File: config.mk
export PLATFORM = sky130hd
export DESIGN_NAME = addressed_frame_receiver_unit_flat
export DESIGN_NICKNAME = d
export VERILOG_FILES = /design/src/design/afr_pkg.sv /design/src/design/afr_ifs.sv /design/src/design/afr_ram.sv /design/src/design/afr_front.sv /design/src/design/afr_queue.sv /design/src/design/afr_back.sv /design/src/design/addressed_frame_receiver_unit.sv /design/src/flat_wrapper.sv
export SDC_FILE = /design/constraint.sdc
export NUM_CORES = 1
export LEC_CHECK = 0
export BUFFER_PORTS_ARGS = -buffer_cell sky130_fd_sc_hd__buf_2
export CORE_MARGIN = 5
export CORE_UTILIZATION = 50
export CTS_CLUSTER_SIZE = 28
export DETAILED_ROUTE_END_ITERATION = 10
export HOLD_SLACK_MARGIN = 0.02
export PLACE_DENSITY = 0.67
export SYNTH_ARGS = -nofsm -noshare
export SYNTH_HDL_FRONTEND = slang
export SYNTH_SLANG_ARGS = --single-unit
File: constraint.sdc
create_clock -name clk_i -period 9.5 [get_ports clk_i]
set_input_delay 1.9 -clock clk_i [delete_from_list [all_inputs] [get_ports clk_i]]
set_output_delay 1.9 -clock clk_i [all_outputs]
set_load 0.01 [all_outputs]
File: src/design/afr_pkg.sv
`timescale 1ns / 1ps
`default_nettype none

package afr_pkg;

  // Frame store geometry
  localparam int FRAME_BYTES = 4096;
  localparam int ADDR_W      = $clog2(FRAME_BYTES);
  localparam int CNT_W       = ADDR_W + 1;

  // Field widths
  localparam int BYTE_W    = 8;
  localparam int LEN_W     = 16;
  localparam int PKT_LEN_W = 12;
  localparam int CHAN_W    = 2;
  localparam int NUM_CHAN  = 4;
  localparam int ADR_CFG_W = 6;
  localparam int CFG_IDX_W = 3;
  localparam int CMP_W     = ((CNT_W > LEN_W) ? CNT_W : LEN_W) + 2;

  // Frame framing constants
  localparam int HEADER_BYTES   = 1;
  localparam int CSUM_BYTES     = 1;
  localparam int LEN_LAST_BYTE  = 3;
  localparam int LEN_HI_BYTE    = 2;
  localparam int MIN_BYTES      = 4;
  localparam int FRAME_OVERHEAD = 4;
  localparam logic [BYTE_W-1:0] BROADCAST_ADDR = 8'd255;

  // Queue between front and back
  localparam int QUEUE_DEPTH = 4;
  localparam int QPTR_W      = $clog2(QUEUE_DEPTH);
  localparam int QCNT_W      = QPTR_W + 1;

  typedef enum logic {
    KIND_BYTE = 1'b0,
    KIND_GAP  = 1'b1
  } kind_e;

  typedef enum logic [2:0] {
    VERDICT_UNICAST   = 3'd0,
    VERDICT_BROADCAST = 3'd1,
    VERDICT_BAD_SUM   = 3'd2,
    VERDICT_NOT_ADDR  = 3'd3,
    VERDICT_DISCARD   = 3'd4
  } verdict_e;

  typedef enum logic [CFG_IDX_W-1:0] {
    CFG_CHAN0 = 3'd0,
    CFG_CHAN1 = 3'd1,
    CFG_CHAN2 = 3'd2,
    CFG_CHAN3 = 3'd3,
    CFG_HS    = 3'd4
  } cfg_idx_e;

  typedef struct packed {
    logic [NUM_CHAN-1:0][ADR_CFG_W-1:0] chan_addr;
    logic                               high_speed;
  } cfg_t;

  // One classified item handed from front to back
  typedef struct packed {
    logic                 wr;
    logic [ADDR_W-1:0]    wr_addr;
    logic [BYTE_W-1:0]    wr_data;
    logic                 fin;
    logic                 discard;
    logic                 sum_ok;
    logic [BYTE_W-1:0]    dest;
    logic [PKT_LEN_W-1:0] pkt_len;
  } cmd_t;

endpackage

`default_nettype wire

File: src/design/afr_ifs.sv
`timescale 1ns / 1ps
`default_nettype none

interface afr_in_if;
  logic                         valid;
  logic                         ready;
  logic                         kind;
  logic [afr_pkg::BYTE_W-1:0]   rx_byte;

  modport source (output valid, kind, rx_byte, input ready);
  modport sink (input valid, kind, rx_byte, output ready);
endinterface

interface afr_out_if;
  logic                           valid;
  logic                           ready;
  logic [2:0]                     verdict;
  logic [afr_pkg::CHAN_W-1:0]     channel;
  logic [afr_pkg::PKT_LEN_W-1:0]  packet_length;

  modport source (output valid, verdict, channel, packet_length, input ready);
  modport sink (input valid, verdict, channel, packet_length, output ready);
endinterface

`default_nettype wire

File: src/design/afr_ram.sv
`timescale 1ns / 1ps
`default_nettype none

module afr_ram #(
  parameter int WIDTH = 8,
  parameter int DEPTH = 16
) (
  input  wire logic                     clk_i,
  input  wire logic                     we_i,
  input  wire logic [$clog2(DEPTH)-1:0] waddr_i,
  input  wire logic [WIDTH-1:0]         wdata_i,
  input  wire logic                     re_i,
  input  wire logic [$clog2(DEPTH)-1:0] raddr_i,
  output logic      [WIDTH-1:0]         rdata_o
);

  logic [WIDTH-1:0] mem [DEPTH];
  logic [WIDTH-1:0] rdata_q;

  // Write port and registered read port
  always_ff @(posedge clk_i) begin
    if (we_i) begin
      mem[waddr_i] <= wdata_i;
    end
    if (re_i) begin
      rdata_q <= mem[raddr_i];
    end
  end

  assign rdata_o = rdata_q;

endmodule

`default_nettype wire

File: src/design/afr_front.sv
`timescale 1ns / 1ps
`default_nettype none

module afr_front (
  input  wire logic   clk_i,
  input  wire logic   rst_ni,
  afr_in_if.sink      in_if,
  input  wire logic   high_speed_i,
  input  wire logic   q_ready_i,
  output logic        push_o,
  output afr_pkg::cmd_t cmd_o
);

  logic [afr_pkg::CNT_W-1:0]  cnt_q, cnt_d, cnt_nx;
  logic [afr_pkg::BYTE_W-1:0] sum_q, sum_d, sum_nx;
  logic [afr_pkg::LEN_W-1:0]  len_q, len_d, len_nx;
  logic [afr_pkg::BYTE_W-1:0] dest_q, dest_d, dest_nx;
  logic [afr_pkg::CNT_W-1:0]  plen_full;
  logic                       accept;
  afr_pkg::cmd_t              cmd;

  assign in_if.ready = q_ready_i;
  assign accept      = in_if.valid && q_ready_i;

  // Frame state after the byte is taken in
  always_comb begin
    cnt_nx  = cnt_q + afr_pkg::CNT_W'(1);
    sum_nx  = sum_q + in_if.rx_byte;
    dest_nx = (cnt_q == '0) ? in_if.rx_byte : dest_q;
    len_nx  = len_q;
    if (cnt_q == afr_pkg::CNT_W'(afr_pkg::LEN_HI_BYTE)) begin
      len_nx = {in_if.rx_byte, len_q[afr_pkg::BYTE_W-1:0]};
    end else if (cnt_q == afr_pkg::CNT_W'(afr_pkg::LEN_LAST_BYTE)) begin
      len_nx = {len_q[afr_pkg::LEN_W-1:afr_pkg::BYTE_W], in_if.rx_byte};
    end
    plen_full = cnt_nx - afr_pkg::CNT_W'(afr_pkg::HEADER_BYTES + afr_pkg::CSUM_BYTES);
  end

  // Classify the item and build the command for the back part
  always_comb begin
    cmd         = '0;
    cmd.wr_addr = cnt_q[afr_pkg::ADDR_W-1:0];
    cmd.wr_data = in_if.rx_byte;
    cmd.dest    = dest_nx;
    cmd.sum_ok  = (sum_nx == '0);
    cmd.pkt_len = afr_pkg::PKT_LEN_W'(plen_full);
    cnt_d  = cnt_q;
    sum_d  = sum_q;
    len_d  = len_q;
    dest_d = dest_q;
    if (in_if.kind == afr_pkg::KIND_GAP) begin
      if (high_speed_i && (cnt_q != '0)) begin
        cmd.fin     = 1'b1;
        cmd.discard = 1'b1;
      end
    end else if (cnt_q < afr_pkg::CNT_W'(afr_pkg::FRAME_BYTES)) begin
      cmd.wr = 1'b1;
      cnt_d  = cnt_nx;
      sum_d  = sum_nx;
      len_d  = len_nx;
      dest_d = dest_nx;
      if (cnt_nx == afr_pkg::CNT_W'(afr_pkg::MIN_BYTES) &&
          (afr_pkg::CMP_W'(len_nx) + afr_pkg::CMP_W'(afr_pkg::FRAME_OVERHEAD + 1) >
           afr_pkg::CMP_W'(afr_pkg::FRAME_BYTES))) begin
        cmd.fin     = 1'b1;
        cmd.discard = 1'b1;
      end else if (cnt_nx >= afr_pkg::CNT_W'(afr_pkg::MIN_BYTES) &&
                   (afr_pkg::CMP_W'(cnt_nx) >
                    afr_pkg::CMP_W'(len_nx) + afr_pkg::CMP_W'(afr_pkg::FRAME_OVERHEAD))) begin
        cmd.fin = 1'b1;
      end
    end
    if (cmd.discard) begin
      cmd.pkt_len = '0;
    end
    // Clear the frame state once a verdict is issued
    if (cmd.fin) begin
      cnt_d  = '0;
      sum_d  = '0;
      len_d  = '0;
      dest_d = '0;
    end
  end

  assign push_o = accept && (cmd.wr || cmd.fin);
  assign cmd_o  = cmd;

  // Advance frame state on each accepted item
  always_ff @(posedge clk_i or negedge rst_ni) begin
    if (!rst_ni) begin
      cnt_q  <= '0;
      sum_q  <= '0;
      len_q  <= '0;
      dest_q <= '0;
    end else if (accept) begin
      cnt_q  <= cnt_d;
      sum_q  <= sum_d;
      len_q  <= len_d;
      dest_q <= dest_d;
    end
  end

`ifndef SYNTHESIS
  a_cnt_bounded: assert property (@(posedge clk_i) disable iff (!rst_ni)
    cnt_q <= afr_pkg::CNT_W'(afr_pkg::FRAME_BYTES))
    else $error("frame byte count beyond store size");

  a_gap_clears: assert property (@(posedge clk_i) disable iff (!rst_ni)
    (accept && in_if.kind == afr_pkg::KIND_GAP && high_speed_i) |=> (cnt_q == '0))
    else $error("idle gap in high speed mode left a partial frame");

  a_fin_clears: assert property (@(posedge clk_i) disable iff (!rst_ni)
    (accept && cmd.fin) |=> (cnt_q == '0 && sum_q == '0))
    else $error("frame state not cleared after verdict");
`endif

endmodule

`default_nettype wire

File: src/design/afr_queue.sv
`timescale 1ns / 1ps
`default_nettype none

module afr_queue (
  input  wire logic          clk_i,
  input  wire logic          rst_ni,
  input  wire logic          push_i,
  input  wire afr_pkg::cmd_t cmd_i,
  output logic               ready_o,
  input  wire logic          pop_i,
  output logic               valid_o,
  output afr_pkg::cmd_t      cmd_o
);

  afr_pkg::cmd_t               slot_q [afr_pkg::QUEUE_DEPTH];
  logic [afr_pkg::QPTR_W-1:0]  wptr_q, rptr_q;
  logic [afr_pkg::QCNT_W-1:0]  count_q;
  logic                        do_push, do_pop;

  assign ready_o = (count_q != afr_pkg::QCNT_W'(afr_pkg::QUEUE_DEPTH));
  assign valid_o = (count_q != '0);
  assign do_push = push_i && ready_o;
  assign do_pop  = pop_i && valid_o;
  assign cmd_o   = slot_q[rptr_q];

  // Hold entries
  always_ff @(posedge clk_i) begin
    if (do_push) begin
      slot_q[wptr_q] <= cmd_i;
    end
  end

  // Advance pointers and fill level
  always_ff @(posedge clk_i or negedge rst_ni) begin
    if (!rst_ni) begin
      wptr_q  <= '0;
      rptr_q  <= '0;
      count_q <= '0;
    end else begin
      if (do_push) begin
        wptr_q <= wptr_q + afr_pkg::QPTR_W'(1);
      end
      if (do_pop) begin
        rptr_q <= rptr_q + afr_pkg::QPTR_W'(1);
      end
      if (do_push && !do_pop) begin
        count_q <= count_q + afr_pkg::QCNT_W'(1);
      end else if (do_pop && !do_push) begin
        count_q <= count_q - afr_pkg::QCNT_W'(1);
      end
    end
  end

`ifndef SYNTHESIS
  a_ptr_gap: assert property (@(posedge clk_i) disable iff (!rst_ni)
    afr_pkg::QPTR_W'(wptr_q - rptr_q) == count_q[afr_pkg::QPTR_W-1:0])
    else $error("queue pointers disagree with fill level");
`endif

endmodule

`default_nettype wire

File: src/design/afr_back.sv
`timescale 1ns / 1ps
`default_nettype none

module afr_back (
  input  wire logic          clk_i,
  input  wire logic          rst_ni,
  input  wire afr_pkg::cfg_t cfg_i,
  input  wire logic          valid_i,
  input  wire afr_pkg::cmd_t cmd_i,
  output logic               pop_o,
  afr_out_if.source          out_if
);

  logic                            out_valid_q;
  afr_pkg::verdict_e               verdict_q, verdict_d;
  logic [afr_pkg::CHAN_W-1:0]      channel_q, channel_d;
  logic [afr_pkg::PKT_LEN_W-1:0]   plen_q, plen_d;
  logic                            found;
  logic                            slot_free;

  assign slot_free = !out_valid_q || out_if.ready;
  assign pop_o     = valid_i && (!cmd_i.fin || slot_free);

  // Frame store: written as bytes arrive; its read port is unused here
  afr_ram #(
    .WIDTH (afr_pkg::BYTE_W),
    .DEPTH (afr_pkg::FRAME_BYTES)
  ) u_frame_store (
    .clk_i   (clk_i),
    .we_i    (pop_o && cmd_i.wr),
    .waddr_i (cmd_i.wr_addr),
    .wdata_i (cmd_i.wr_data),
    .re_i    (1'b0),
    .raddr_i ('0),
    .rdata_o ()
  );

  // Form the verdict: discard first, then checksum, then channels (lowest index wins), then broadcast
  always_comb begin
    found     = 1'b0;
    channel_d = '0;
    for (int i = afr_pkg::NUM_CHAN - 1; i >= 0; i--) begin
      if (cmd_i.dest == afr_pkg::BYTE_W'(cfg_i.chan_addr[i])) begin
        found     = 1'b1;
        channel_d = afr_pkg::CHAN_W'(i);
      end
    end
    plen_d = cmd_i.pkt_len;
    if (cmd_i.discard) begin
      verdict_d = afr_pkg::VERDICT_DISCARD;
      channel_d = '0;
    end else if (!cmd_i.sum_ok) begin
      verdict_d = afr_pkg::VERDICT_BAD_SUM;
      channel_d = '0;
    end else if (found) begin
      verdict_d = afr_pkg::VERDICT_UNICAST;
    end else if (cmd_i.dest == afr_pkg::BROADCAST_ADDR) begin
      verdict_d = afr_pkg::VERDICT_BROADCAST;
      channel_d = '0;
    end else begin
      verdict_d = afr_pkg::VERDICT_NOT_ADDR;
      channel_d = '0;
    end
  end

  // Output register: load a verdict, drop it once taken
  always_ff @(posedge clk_i or negedge rst_ni) begin
    if (!rst_ni) begin
      out_valid_q <= 1'b0;
    end else if (pop_o && cmd_i.fin) begin
      out_valid_q <= 1'b1;
    end else if (out_if.ready) begin
      out_valid_q <= 1'b0;
    end
  end

  always_ff @(posedge clk_i) begin
    if (pop_o && cmd_i.fin) begin
      verdict_q <= verdict_d;
      channel_q <= channel_d;
      plen_q    <= plen_d;
    end
  end

  assign out_if.valid         = out_valid_q;
  assign out_if.verdict       = verdict_q;
  assign out_if.channel       = channel_q;
  assign out_if.packet_length = plen_q;

`ifndef SYNTHESIS
  a_discard_empty: assert property (@(posedge clk_i) disable iff (!rst_ni)
    (out_valid_q && verdict_q == afr_pkg::VERDICT_DISCARD) |->
      (plen_q == '0 && channel_q == '0))
    else $error("discard verdict carries length or channel");

  a_channel_unicast: assert property (@(posedge clk_i) disable iff (!rst_ni)
    (out_valid_q && channel_q != '0) |-> (verdict_q == afr_pkg::VERDICT_UNICAST))
    else $error("channel set on a non-unicast verdict");
`endif

endmodule

`default_nettype wire

File: src/design/addressed_frame_receiver_unit.sv
`timescale 1ns / 1ps
`default_nettype none

// Address-filtered serial frame receiver. Each input item is either a received
// byte or an idle gap on the line. Bytes go into a 4096-byte frame store and a
// running 8-bit sum; byte 0 is the destination and bytes 2..3 the declared
// length (high byte first). A frame is declared length + 5 bytes; on its last
// byte one result is issued: unicast ok with the matched channel, broadcast ok,
// bad sum, or not addressed, with packet length = frame bytes - 2. A declared
// length that does not fit the store, or an idle gap in high speed mode with a
// partial frame buffered, gives a discard result at once. The block takes one
// item per clock cycle while the queue has room; the front end classifies each
// item in the cycle it is accepted, a four-entry queue carries it to the back
// end, which writes the frame store and loads the output register when the item
// that ends its frame leaves the queue. Front and back stall independently, and
// input is held off only when the queue is full. The user must write the
// configuration registers (channel addresses, high speed mode) through the cfg
// port only while the block is idle; the block itself does not enforce this.
module addressed_frame_receiver_unit (
  input  wire logic                            clk_i,
  input  wire logic                            rst_ni,
  afr_in_if.sink                               in_if,
  afr_out_if.source                            out_if,
  input  wire logic                            cfg_we_i,
  input  wire logic [afr_pkg::CFG_IDX_W-1:0]   cfg_index_i,
  input  wire logic [afr_pkg::ADR_CFG_W-1:0]   cfg_data_i
);

  afr_pkg::cfg_t cfg_q;
  logic          push, q_ready, q_valid, pop;
  afr_pkg::cmd_t push_cmd, pop_cmd;

  // Configuration registers
  always_ff @(posedge clk_i or negedge rst_ni) begin
    if (!rst_ni) begin
      cfg_q.chan_addr[0] <= afr_pkg::ADR_CFG_W'(1);
      cfg_q.chan_addr[1] <= afr_pkg::ADR_CFG_W'(2);
      cfg_q.chan_addr[2] <= afr_pkg::ADR_CFG_W'(3);
      cfg_q.chan_addr[3] <= afr_pkg::ADR_CFG_W'(4);
      cfg_q.high_speed   <= 1'b1;
    end else if (cfg_we_i) begin
      case (cfg_index_i)
        afr_pkg::CFG_CHAN0: cfg_q.chan_addr[0] <= cfg_data_i;
        afr_pkg::CFG_CHAN1: cfg_q.chan_addr[1] <= cfg_data_i;
        afr_pkg::CFG_CHAN2: cfg_q.chan_addr[2] <= cfg_data_i;
        afr_pkg::CFG_CHAN3: cfg_q.chan_addr[3] <= cfg_data_i;
        afr_pkg::CFG_HS:    cfg_q.high_speed   <= cfg_data_i[0];
        default: begin
        end
      endcase
    end
  end

  afr_front u_front (
    .clk_i        (clk_i),
    .rst_ni       (rst_ni),
    .in_if        (in_if),
    .high_speed_i (cfg_q.high_speed),
    .q_ready_i    (q_ready),
    .push_o       (push),
    .cmd_o        (push_cmd)
  );

  afr_queue u_queue (
    .clk_i   (clk_i),
    .rst_ni  (rst_ni),
    .push_i  (push),
    .cmd_i   (push_cmd),
    .ready_o (q_ready),
    .pop_i   (pop),
    .valid_o (q_valid),
    .cmd_o   (pop_cmd)
  );

  afr_back u_back (
    .clk_i   (clk_i),
    .rst_ni  (rst_ni),
    .cfg_i   (cfg_q),
    .valid_i (q_valid),
    .cmd_i   (pop_cmd),
    .pop_o   (pop),
    .out_if  (out_if)
  );

endmodule

`default_nettype wire
File: src/flat_wrapper.sv
// flat-port wrapper written by rule: the top's interface ports become plain ports
module addressed_frame_receiver_unit_flat 
  (clk_i, rst_ni, cfg_we_i, cfg_index_i, cfg_data_i, in_if_valid, in_if_kind, in_if_rx_byte, in_if_ready, out_if_valid, out_if_verdict, out_if_channel, out_if_packet_length, out_if_ready);
  afr_in_if in_if_i ();
  afr_out_if out_if_i ();
  input  wire logic clk_i;
  input  wire logic rst_ni;
  input  wire logic cfg_we_i;
  input  wire logic [afr_pkg::CFG_IDX_W-1:0] cfg_index_i;
  input  wire logic [afr_pkg::ADR_CFG_W-1:0] cfg_data_i;
  input wire logic [$bits(in_if_i.valid)-1:0] in_if_valid;
  input wire logic [$bits(in_if_i.kind)-1:0] in_if_kind;
  input wire logic [$bits(in_if_i.rx_byte)-1:0] in_if_rx_byte;
  output wire logic [$bits(in_if_i.ready)-1:0] in_if_ready;
  output wire logic [$bits(out_if_i.valid)-1:0] out_if_valid;
  output wire logic [$bits(out_if_i.verdict)-1:0] out_if_verdict;
  output wire logic [$bits(out_if_i.channel)-1:0] out_if_channel;
  output wire logic [$bits(out_if_i.packet_length)-1:0] out_if_packet_length;
  input wire logic [$bits(out_if_i.ready)-1:0] out_if_ready;
  assign in_if_i.valid = in_if_valid;
  assign in_if_i.kind = in_if_kind;
  assign in_if_i.rx_byte = in_if_rx_byte;
  assign in_if_ready = in_if_i.ready;
  assign out_if_valid = out_if_i.valid;
  assign out_if_verdict = out_if_i.verdict;
  assign out_if_channel = out_if_i.channel;
  assign out_if_packet_length = out_if_i.packet_length;
  assign out_if_i.ready = out_if_ready;
  addressed_frame_receiver_unit u_core (.clk_i(clk_i), .rst_ni(rst_ni), .in_if(in_if_i), .out_if(out_if_i), .cfg_we_i(cfg_we_i), .cfg_index_i(cfg_index_i), .cfg_data_i(cfg_data_i));
endmodule
Word-level counts from Yosys, hierarchy flattened

Memories as Yosys holds them, arrays and structs flattened.
Index checks and enable logic that the tools add are counted.

Add/subtract/negate cells: 9
$lt $le $gt $ge: 4
Equality and inequality tests: 14
Multiplexer cells: 40
Bitwise gates (word level): 2
Reductions and logical operators: 35

Operator list:

| cell                                                                                  | number |
|---|---|
| 16-bit 2-to-1 mux                                                                     | 4 |
| 8-bit 2-to-1 mux                                                                      | 8 |
| 13-bit 2-to-1 mux                                                                     | 3 |
| 16-bit by 3-bit adder with 17-bit output (second input constant)                      | 2 |
| 8-bit by 6-bit == test with 1-bit output                                              | 4 |
| 13-bit by 2-bit == test with 1-bit output (second input constant)                     | 2 |
| 13-bit by 17-bit > comparator with 1-bit output                                       | 1 |
| 17-bit by 13-bit > comparator with 1-bit output (second input constant)               | 1 |
| 2-bit 2-to-1 mux                                                                      | 8 |
| 1-bit 2-to-1 mux                                                                      | 14 |
| 13-bit by 1-bit adder with 13-bit output (second input constant)                      | 1 |
| 13-bit by 3-bit == test with 1-bit output (second input constant)                     | 1 |
| 13-bit by 3-bit greater-or-equal comparator with 1-bit output (second input constant) | 1 |
| 13-bit logical NOT                                                                    | 1 |
| 13-bit less-than comparator (second input constant)                                   | 1 |
| 13-bit nonzero test                                                                   | 1 |
| 12-bit 2-to-1 mux                                                                     | 1 |
| 12-bit by 2-bit subtractor with 12-bit output (second input constant)                 | 1 |
| 1-bit logical AND                                                                     | 11 |
| 2-bit AND reduction                                                                   | 5 |
| 8-bit adder                                                                           | 1 |
| 8-bit == test (second input constant)                                                 | 1 |
| 8-bit logical NOT                                                                     | 1 |
| 3-bit by 2-bit == test with 1-bit output (second input constant)                      | 2 |
| 18 further kinds                                                                      | 28 |

Register bits after elaboration: 95
Bits in writable memories: 176
Input bits: 23
Output and inout bits: 19
Logic and storage cells: 123
Memories: 1

Memory list:

| memory                | depth | bits a word | rd ports | clocked after memory_dff | wr ports | RTL line        | RTL |
|---|---|---|---|---|---|---|---|
| u_core.u_queue.slot_q | 4     | 44          | 1        | 0                        | 1        | afr_queue.sv:15 | `afr_pkg::cmd_t slot_q [afr_pkg::QUEUE_DEPTH];` |

Longest topological paths before layout

Gate-level depths: netlist of run 1.

Depth after elaboration: 17
Depth in mapped cells: 21
Mapped depth without buffers: 17

Modules after synthesis

Synthesis of run 1 repeated with hierarchy kept, for this count alone.

Cell total of the unflattened synthesis: 930
Area total of the unflattened synthesis: 13,113.8 um2

Modules (own cells, without submodules):

| module                        | instances | cells an instance | area each (um2) | sequential area each (um2) |
|---|---|---|---|---|
| afr_queue                     | 1         | 265               | 6,821.5         | 5,460.2 |
| afr_front                     | 1         | 534               | 4,309.1         | 1,126.1 |
| afr_back                      | 1         | 74                | 996.0           | 535.5 |
| addressed_frame_receiver_unit | 1         | 57                | 987.2           | 633.1 |

Worst setup path after synthesis of run 1

Ideal clock, no wire load.

Path type: input to register
From: in in_if_rx_byte[5]
To: reg u_core.u_front.len_q[10] (netlist name)
Library setup time: 144 ps
Arrival time: 5,229 ps
Data required time: 9,356 ps
Slack: 4,127 ps
Stages: 17
Path buffers: 2
Path through: clkbuf_1 nand2_1 or4_1 mux2_2 nor2_1 a21oi_1 nand2_1 nand3_1 ha_1 nand4_1 a21oi_1 a21oi_1 or4_1 and3_1 buf_2 a31oi_1 o32ai_1

Longest elaborated chain between the ends: 11
Elaborated cells on any way between the ends: 16
Those cells by class: 2 x add/sub; 2 x order compare; 1 x eq/ne; 7 x mux; 4 x reduce/logical

RTL lines:

| element                                                                                                | RTL line           | RTL |
|---|---|---|
| start: declaration                                                                                     | flat_wrapper.sv:13 | `input wire logic [$bits(in_if_i.rx_byte)-1:0] in_if_rx_byte;` |
| 8-bit 2-to-1 mux                                                                                       | afr_front.sv:33    | `end else if (cnt_q == afr_pkg::CNT_W'(afr_pkg::LEN_LAST_BYTE)) begin` |
| 16-bit 2-to-1 mux *                                                                                    | afr_front.sv:31    | `if (cnt_q == afr_pkg::CNT_W'(afr_pkg::LEN_HI_BYTE)) begin` |
| 16-bit by 3-bit adder with 17-bit output                                                               | afr_front.sv:69    | `afr_pkg::CMP_W'(len_nx) + afr_pkg::CMP_W'(afr_pkg::FRAME_OVERHEAD))) begin` |
| 13-bit by 17-bit > comparator with 1-bit output                                                        | afr_front.sv:68    | `(afr_pkg::CMP_W'(cnt_nx) >` |
| 1-bit logical AND                                                                                      | afr_front.sv:67    | `end else if (cnt_nx >= afr_pkg::CNT_W'(afr_pkg::MIN_BYTES) &&` |
| 1-bit 2-to-1 mux                                                                                       | afr_front.sv:67    |  |
| 1-bit 2-to-1 mux *                                                                                     | afr_front.sv:62    | `if (cnt_nx == afr_pkg::CNT_W'(afr_pkg::MIN_BYTES) &&` |
| 2-bit 2-to-1 mux *                                                                                     | afr_front.sv:56    | `end else if (cnt_q < afr_pkg::CNT_W'(afr_pkg::FRAME_BYTES)) begin` |
| 2-bit 2-to-1 mux *                                                                                     | afr_front.sv:51    | `if (in_if.kind == afr_pkg::KIND_GAP) begin` |
| 2-bit by 1-bit != test with 1-bit output (no source line) / 2-bit nonzero test (equally long branches) | n/a                |  |
| 3-bit AND reduction (no source line)                                                                   | n/a                |  |
| end signal: assignment                                                                                 | afr_front.sv:98    | `len_q <= len_d;` |
| end: declaration                                                                                       | afr_front.sv:16    | `logic [afr_pkg::LEN_W-1:0] len_q, len_d, len_nx;` |

Every way passes the cells marked *; elsewhere a longest branch is shown, timed or not.
A chain may end at the register's enable or synchronous reset.

==> out/metrics.csv, run 1 <==
stage,metric,value,unit
synthesis,synth-seq-cells,187,
layout,layout_commonest_cell,nand2_1,
worst_setup_path,cp-end-kind,register,
grt,met3_usage,3.93,%
grt,met1_usage,28.0,%
detailed_routing,vias_per_cell,5.90,
grt,grt_busiest_layer,met2,
grt,grt_pass1_vias,6580,
grt,grt_usage,20.6,%
floorplan,initial_core_util,51.1,%
grt,antenna_found_initial,0,
sta,setup_tns,0,ns
synthesis,syn-instance-count,812,
detailed_routing,ant_nets,0,
clock_network,cts-resized-gates,0,
worst_setup_path,cp_cell_sequence,inv_1 -> ha_1 -> nor4b_1 -> and4_1 -> buf_4 -> mux2i_1 -> ha_1 -> nand3_1 -> mux2i_1 -> o21ai_0 -> or3_1 -> a211o_1 -> o211ai_4 -> nand3_1 -> nor2_1,
clock_network,clock_sinks,187,
clock_network,clock_path_buffers,2,
detailed_routing,wl_per_cell,20.2,um
sta,finalHoldViolCount,0,
layout,multi_input_area,0.00406,mm^2
synthesis,synth_warnings,0,
worst_setup_path,critical_path_peak_fanout,20,
synthesis,syn_area_per_cell,11.8,um^2
power,p_per_area,337,mW/mm^2
layout,fin_nets,902,
floorplan,die_h,148,um
synthesis,synth-main-ff-cell,edfxtp_1,
synthesis,syn_nets,868,
flow_run,cap_violations,0,
clock_network,path_clk_slew,0.07,ns
synthesis,seq_area_frac_synth,54.6,%
sta,skew,0.0128,ns
floorplan,fp.dieArea,0.0221,mm^2
clock_network,htreeDepth,4,
layout,fillCellCount,1568,
grt,met2_usage,33.6,%
sta,finalCriticalPeriod,5.44,ns
power,p_switching,1.39,mW
synthesis,synth_edf_count,109,
clock_network,cts_tree,yes,
outcome,outcome,completed,
grt,grt_max_degree,79,
detailed_routing,drc_errors,0,
power,combPwrFrac,41.1,%
sta,relSlewSlack,9.58,%
floorplan,die_w,148,um
placed_design,gp_congestion,0.907,
layout,fin_area,0.0106,mm^2
clock_network,cts_root_buffer,clkbuf_16,
layout,drive_gt1_share,18.2,%
power,swShare,38.8,%
worst_setup_path,cp_slowest_cell,nand3_1,
worst_setup_path,rrSetupSlack,4.06,ns
worst_setup_path,cp.arrival,5.64,ns
grt,grt_pass1_wl,35.6,mm
layout,syn2layout_area_growth,10.6,%
synthesis,ys_async_sr_fraction,41.7,%
worst_setup_path,startpoint_type,register,
sta,slew_violations,0,
worst_hold_path,worstHoldPathType,reg2reg,
detailed_routing,vias,6454,
power,clockPowerShare,20.2,%
detailed_routing,firstDrtPassIters,5,
layout,seq_area,0.00523,mm^2
clock_network,cts_hold_buf,0,
clock_network,clkLatencyLatePin,0.43,ns
placed_design,post-dp-hpwl,15.4,mm
worst_setup_path,worstPathRequired,9.70,ns
sta,worst_pin_slew,1.34,ns
clock_network,post_cts_buffers,0,
sta,rsz0062_at_grt,false,
floorplan,rows,50,
synthesis,synth_cell_types,56,
detailed_routing,drtIter0Drc,614,
power,vdd_ir_drop_max,0.142,mV
power,p_seq_share,38.7,%
synthesis,syn_area,0.00959,mm^2
floorplan,boundaryPins,42,
detailed_routing,routed_wl,22.0,mm
placed_design,io_buffers,41,
sta,setup_viol,0,
power,p_int,2.19,mW
worst_setup_path,critPathMaxStageDelay,0.57,ns
clock_network,cts_inserted_buffers,17,
sta,fin_crit_sh,57.2,%
layout,insertedDiodeCount,0,
grt,globalRouteOverflowTotal,0,
sta,clock.fmax,0.184,GHz
floorplan,core,0.0188,mm^2
layout,final_cell_mix,"111 x nand2_1, 109 x edfxtp_1, 72 x dfrtp_1, 52 x nor2_1, 44 x xnor2_1",
worst_setup_path,crit_type,reg2reg,
power,p_leak,4.08,nW
placed_design,placed_cell_area,0.0100,mm^2
==> area by class of cell <==
| class | instances | share of cell area (%) |
|---|---|---|
| sequential | 187 | 49.3 |
| inverter | 38 | 1.34 |
| timing repair buffer | 50 | 2.60 |
| clock inverter | 15 | 1.63 |
| tap | 234 | 2.76 |
| multi-input combinational | 552 | 38.3 |
| clock buffer | 17 | 4.01 |
==> registers in the layout, summed over array words and instances (netlist names) <==
register                            cells
u_core.u_back.out_if.packet_length     12
u_core.u_front.cnt_q                   13
u_core.u_back.out_if.verdict            3
u_core.cfg_q                           25
u_core.u_front.len_q                   16
u_core.u_front.sum_q                    8
u_core.u_front.dest_q                   8
u_core.u_queue.wptr_q                   2
u_core.u_back.out_if.channel            2
u_core.u_back.out_if.valid              1
u_core.u_queue.rptr_q                   2
u_core.u_queue.count_q                  3
u_core.u_queue.slot_q                  92
==> worst max-delay path: cells and delay by family (launching register included) <==
| kind | cells | cell delay, ns |
|---|---|---|
| AOI/OAI and AO/OA | 3 | 0.83 |
| adders and majority gates | 2 | 0.54 |
| DFF | 1 | 0.55 |
| and+or+nand+nor | 6 | 2.08 |
| muxes | 2 | 0.75 |
| buffers and inverters | 2 | 0.44 |
==> kinds of logic (layout without fill, tap and decap cells) <==
kind of cell / after synthesis / after routing / share of synthesized area, %
AOI/OAI and AO/OA: 102 / 102 / 6.85
xor gates and xnor gates: 66 / 66 / 6.03
DFF: 187 / 187 / 54.6
and+or+nand+nor: 274 / 274 / 13.5
buffers and inverters: 73 / 120 / 3.12
adders and majority gates: 33 / 33 / 4.46
muxes: 77 / 77 / 11.5
==> power by group through the flow <==
stage	combinational, mW	sequential, mW	clock, mW
after floorplan	1.09	1.36	0
after global placement	1.42	1.39	0
after detailed placement	1.47	1.40	0
after CTS	1.47	1.38	0.732
after global routing	1.63	1.41	0.769
final	1.47	1.38	0.724
==> per-stage QoR <==
stage	hold WS [ns]	std cells	setup WS [ns]	total power, mW	utilization (%)
after global placement	0.461	1061	3.76	2.81	53.3
final	0.483	1093	4.06	3.58	56.5
after floorplan	0.444	812	4.13	2.45	-
after CTS	0.491	1093	4.09	3.59	56.5
after detailed placement	0.478	1061	3.60	2.87	53.3
after global routing	0.518	1093	3.75	3.81	56.5
==> path summary, 6_finish.rpt <==
kind,to,cells past startpoint,from
min in group asynchronous,u_core.u_front.len_q[7],1,rst_ni
hold reg to reg,u_core.u_front.dest_q[0],2,u_core.u_front.dest_q[0]
setup / recovery,u_core.u_queue.slot_q[2][0],15,u_core.u_front.cnt_q[0]
hold / removal,u_core.u_front.dest_q[0],2,u_core.u_front.dest_q[0]
setup reg to reg,u_core.u_queue.slot_q[2][0],15,u_core.u_front.cnt_q[0]
max in group asynchronous,u_core.cfg_q[7],1,rst_ni
==> per-layer routing <==
layer  up-vias  wire length [um]
met1      3215              9800
met3        37               970
met2       182             10700
met4         0               546
met5         -                 0
li1       3020                 -
==> cell usage after synthesis (2+ instances only) <==
library cell / number / area [um^2]
nand2_1: 111 / 417
fa_1: 2 / 40.0
ha_1: 31 / 388
xor2_1: 22 / 193
nor4_1: 10 / 62.6
or2_2: 3 / 18.8
o31ai_1: 17 / 128
or4_1: 3 / 22.5
o22ai_1: 6 / 37.5
o21ai_0: 30 / 150
edfxtp_1: 109 / 3270
inv_1: 38 / 143
nor4b_1: 2 / 17.5
nor3_1: 15 / 75.1
mux4_2: 23 / 518
buf_6: 2 / 22.5
and4_1: 3 / 26.3
xnor2_1: 44 / 385
mux2_2: 34 / 383
nand4_1: 15 / 93.8
dfrtp_1: 72 / 1800
o32ai_1: 6 / 52.6
nand2b_1: 3 / 18.8
a21oi_1: 18 / 90.1
clkbuf_1: 23 / 86.3
buf_1: 2 / 7.51
buf_2: 8 / 40.0
a31oi_1: 7 / 43.8
and2_1: 9 / 56.3
and3_1: 4 / 25.0
o21ai_1: 3 / 15.0
nand3_1: 28 / 140
or3_1: 3 / 18.8
nor3b_1: 4 / 30.0
mux2i_1: 20 / 200
o21bai_1: 3 / 22.5
nor2_1: 52 / 195
dfstp_2: 6 / 158
a211o_1: 2 / 17.5
nor2b_1: 3 / 18.8
Power figures use the tool's default switching activity.
==> inputs of run 2 (changes only) <==
Settings changed: ABC_AREA set to 1.
Clock period 9.5 ns to 5.6 ns, I/O delays scaled along.
==> run 2 against run 1 <==
Compared with the run above: first-iteration DRC count is 7.7% lower; cell count is 33% higher; largest power group unchanged; worst hold slack worse by 0.0013 ns; critical endpoint is now u_core.u_queue.slot_q[3][22]; clock power is 66% higher; core utilization is 1.1 points lower.
==> out/metrics.csv, run 2 <==
stage,metric,value,unit,change
outcome,outcome,completed,,
worst_setup_path,crit_family,simple AND/OR/NAND/NOR gates,,
clock_network,clkLatencyLatePin,0.43,ns,about the same
layout,fillCellCount,1760,,+12%
clock_network,cts_inserted_buffers,17,,unchanged
floorplan,core,0.0201,mm^2,+7.1%
detailed_routing,ant_nets,0,,unchanged
detailed_routing,drc_errors,0,,unchanged
synthesis,yosys.area.top_type,edfxtp_1,,
placed_design,place_inst,1423,,+34%
worst_setup_path,r2r_start,u_core.u_front.cnt_q[0],,
floorplan,die_h,153,um,+2.8%
worst_setup_path,startpoint_type,register,,
worst_setup_path,worstPathRequired,5.85,ns,-3.85 ns
sta,skew,0.0112,ns,-0.00161 ns
worst_setup_path,cp_cell_sequence,inv_1 -> ha_1 -> nor2_1 -> nand2_2 -> nor2_8 -> nand2_2 -> nand2_1 -> o21ai_2 -> nor2_1 -> inv_2 -> nor2_1 -> a21oi_1 -> or2_2 -> ha_1 -> nand4_1 -> nor3b_1 -> a21oi_1 -> nand2_1 -> a211oi_2 -> nand3_4 -> nand3_1,,
synthesis,synth_cell_types,46,,-18%
worst_setup_path,path_depth,21,,+6
sta,finalHoldViolCount,0,,unchanged
flow_run,cap_violations,0,,unchanged
worst_setup_path,critical_path_peak_fanout,46,,+130%
worst_setup_path,cpMostUsedCell,nor2_1,,
power,p_int,3.92,mW,+79%
clock_network,cts_root_buffer,clkbuf_16,,
synthesis,synth_most_common_cell,nand2_1,,
layout,fin_cells,1455,,+33%
layout,fin_nets,1228,,+36%
power,p_seq_share,33.9,%,-4.8 points
placed_design,gp_congestion,0.920,,+1.4%
synthesis,synth_warnings,0,,unchanged
detailed_routing,routed_wl,22.7,mm,+3.2%
sta,setup_tns,0,ns,unchanged
layout,insertedDiodeCount,0,,unchanged
synthesis,ys_async_sr_fraction,41.7,%,unchanged
synthesis,synth-seq-cells,187,,unchanged
sta,fin_crit_sh,77.8,%,+21 points
clock_network,path_clk_slew,0.07,ns,about the same
synthesis,syn_nets,1203,,+39%
sta,worst_pin_slew,0.722,ns,-0.622 ns
worst_setup_path,cp-startpoint,u_core.u_front.cnt_q[0],,
detailed_routing,vias,7738,,+20%
detailed_routing,wl_per_cell,15.6,um,-22%
clock_network,cts_tree,yes,,
worst_hold_path,worstHoldPathType,reg2reg,,
clock_network,clock_sinks,187,,unchanged
worst_setup_path,crit_buf_inv,2,,unchanged
layout,final_cell_mix,"274 x nand2_1, 137 x nor2_1, 109 x edfxtp_1, 91 x inv_1, 72 x dfrtp_1",,
power,clockPowerShare,17.0,%,-3.2 points
layout,drive_gt1_share,13.3,%,-4.8 points
grt,grt_max_degree,55,,-30%
grt,globalRouteOverflowTotal,0,,unchanged
placed_design,io_buffers,41,,unchanged
power,p_leak,4.93,nW,+21%
floorplan,die_w,153,um,+2.8%
worst_setup_path,cp-end-kind,register,,
layout,largest_register,u_core.u_queue.slot_q,,
clock_network,cts-resized-gates,0,,unchanged
detailed_routing,firstDrtPassIters,5,,unchanged
grt,antenna_found_initial,0,,unchanged
worst_setup_path,critPathMaxStageDelay,0.51,ns,-0.06 ns
worst_setup_path,ff2ff_path_depth,21,,+6
worst_setup_path,cp.arrival,4.61,ns,-1.03 ns
grt,grt_pass1_vias,7420,,+13%
sta,setup_viol,0,,unchanged
clock_network,clock_path_buffers,2,,unchanged
worst_hold_path,min-delay-start,u_core.u_front.len_q[9],,
synthesis,synth_top_area_share,32.2,%,-1.9 points
synthesis,netlist_top_cells_count,"274 x nand2_1, 141 x nor2_1, 109 x edfxtp_1, 92 x inv_1, 72 x dfrtp_1",,
worst_setup_path,crit_type,reg2reg,,
power,p_per_area,636,mW/mm^2,+89%
clock_network,cts_hold_buf,0,,unchanged
power,p_switching,3.16,mW,+130%
clock_network,htreeDepth,4,,unchanged
power,swShare,44.6,%,+5.8 points
layout,syn2layout_area_growth,9.44,%,
grt,grt_usage,19.8,%,-0.82 points
floorplan,boundaryPins,42,,unchanged
worst_setup_path,cp_slowest_cell,nand3_4,,
synthesis,seq_area_frac_synth,51.4,%,-3.1 points
synthesis,synth_edf_count,109,,unchanged
layout,layout_commonest_cell,nand2_1,,
sta,relSlewSlack,51.9,%,+42 points
detailed_routing,drtIter0Drc,567,,-7.7%
sta,finalCriticalPeriod,4.36,ns,-1.08 ns
floorplan,rows,52,,+4.0%
layout,largest_register_ffs,92,,unchanged
power,combPwrFrac,49.1,%,+8.0 points
synthesis,syn_area_per_cell,8.87,um^2,-25%
sta,slew_violations,0,,unchanged
floorplan,fp.dieArea,0.0233,mm^2,+5.6%
power,vdd_ir_drop_max,0.274,mV,+93%
floorplan,initial_core_util,50.6,%,-0.51 points
layout,reg_top3,"u_core.u_queue.slot_q: 92 flops, u_core.cfg_q: 25 flops, u_core.u_front.len_q: 16 flops",,
grt,grt_pass1_wl,37.6,mm,+5.6%
sta,rsz0062_at_grt,false,,
synthesis,syn-instance-count,1147,,+41%
synthesis,syn_area,0.0102,mm^2,+6.1%
sta,clock.fmax,0.229,GHz,+25%
worst_hold_path,whs_path_depth,2,,unchanged
clock_network,post_cts_buffers,0,,unchanged
placed_design,post-dp-hpwl,15.3,mm,-0.79%
synthesis,synthTopCellsByArea,"edfxtp_1 32%, dfrtp_1 18%, nand2_1 10%",,
synthesis,synth-main-ff-cell,edfxtp_1,,
detailed_routing,vias_per_cell,5.32,,-9.9%
## run 2: changes by cell type after synthesis, sizes merged, moves of 26 or more
cell	change
o21ai	+45
mux2	-33
nor2	+98
nand2	+184
xnor2	-30
inv	+63
nand4	+42
nand3	+26
## run 2: layout make-up
cell class	count	area [um^2]	area share, %
clock buffer	18	439	3.95
clock inverter	14	150	1.35
inverter	103	387	3.47
multi-input combinational	810	4290	38.5
sequential	187	5230	47.0
tap	270	338	3.04
timing repair buffer	53	298	2.68
## run 2: worst min-delay path: stages (launching register included)
cell,delay [ns]
dfrtp_1,0.34
nand2_1,0.05
nand2_1,0.06
## run 2: cells by family after synthesis
family | Yosys count | share of synthesized area [%]
AOI/OAI and AO/OA | 134 | 7.42
and+or+nand+nor | 594 | 26.2
DFF | 187 | 51.4
xor gates and xnor gates | 48 | 4.13
buffers and inverters | 150 | 6.51
adders and majority gates | 33 | 4.21
muxes | 1 | 0.111
## run 2: power by group through the flow
stage	logic (mW)	clock network [mW]	registers, mW
floorplan	2.61	0	2.40
global placement	3.40	0	2.42
detailed placement	3.45	0	2.43
CTS	3.47	1.22	2.40
global route	3.93	1.29	2.45
finish	3.48	1.20	2.40
## run 2: path summary, 6_finish.rpt
check,end,slack (ns)
worst max-delay path,u_core.u_queue.slot_q[3][22],1.24
worst min-delay path,u_core.u_front.len_q[9],0.48
worst max register to register,u_core.u_queue.slot_q[3][22],1.24
worst min register to register,u_core.u_front.len_q[9],0.48
max in group asynchronous,u_core.u_front.dest_q[3],3.94
min in group asynchronous,u_core.u_front.cnt_q[8],0.61
## run 2: per-stage QoR
| stage | hold slack (ns) | setup slack (ns) | cell area, um^2 | power, mW | utilization (%) |
|---|---|---|---|---|---|
| 3_3_place_gp | 0.463 | 1.26 | 10500 | 5.82 | 52.4 |
| 3_5_place_dp | 0.465 | 1.21 | 10500 | 5.88 | 52.4 |
| 4_1_cts | 0.484 | 1.25 | 11100 | 7.10 | 55.4 |
| 5_1_grt | 0.500 | 0.838 | 11100 | 7.67 | 55.4 |
| 2_1_floorplan | 0.449 | 2.08 | 10200 | 5.01 | - |
| 6_report | 0.481 | 1.24 | 11100 | 7.08 | 55.4 |
## run 2: metal layers
layer	global-route usage (%)	share of wire (%)	up-vias	wire (um)
li1	-	-	3885	-
met3	4.17	5.2	31	1190
met1	27.6	47	3621	10600
met4	5.77	1.3	0	304
met2	31.4	47	201	10600
met5	0	0	-	0
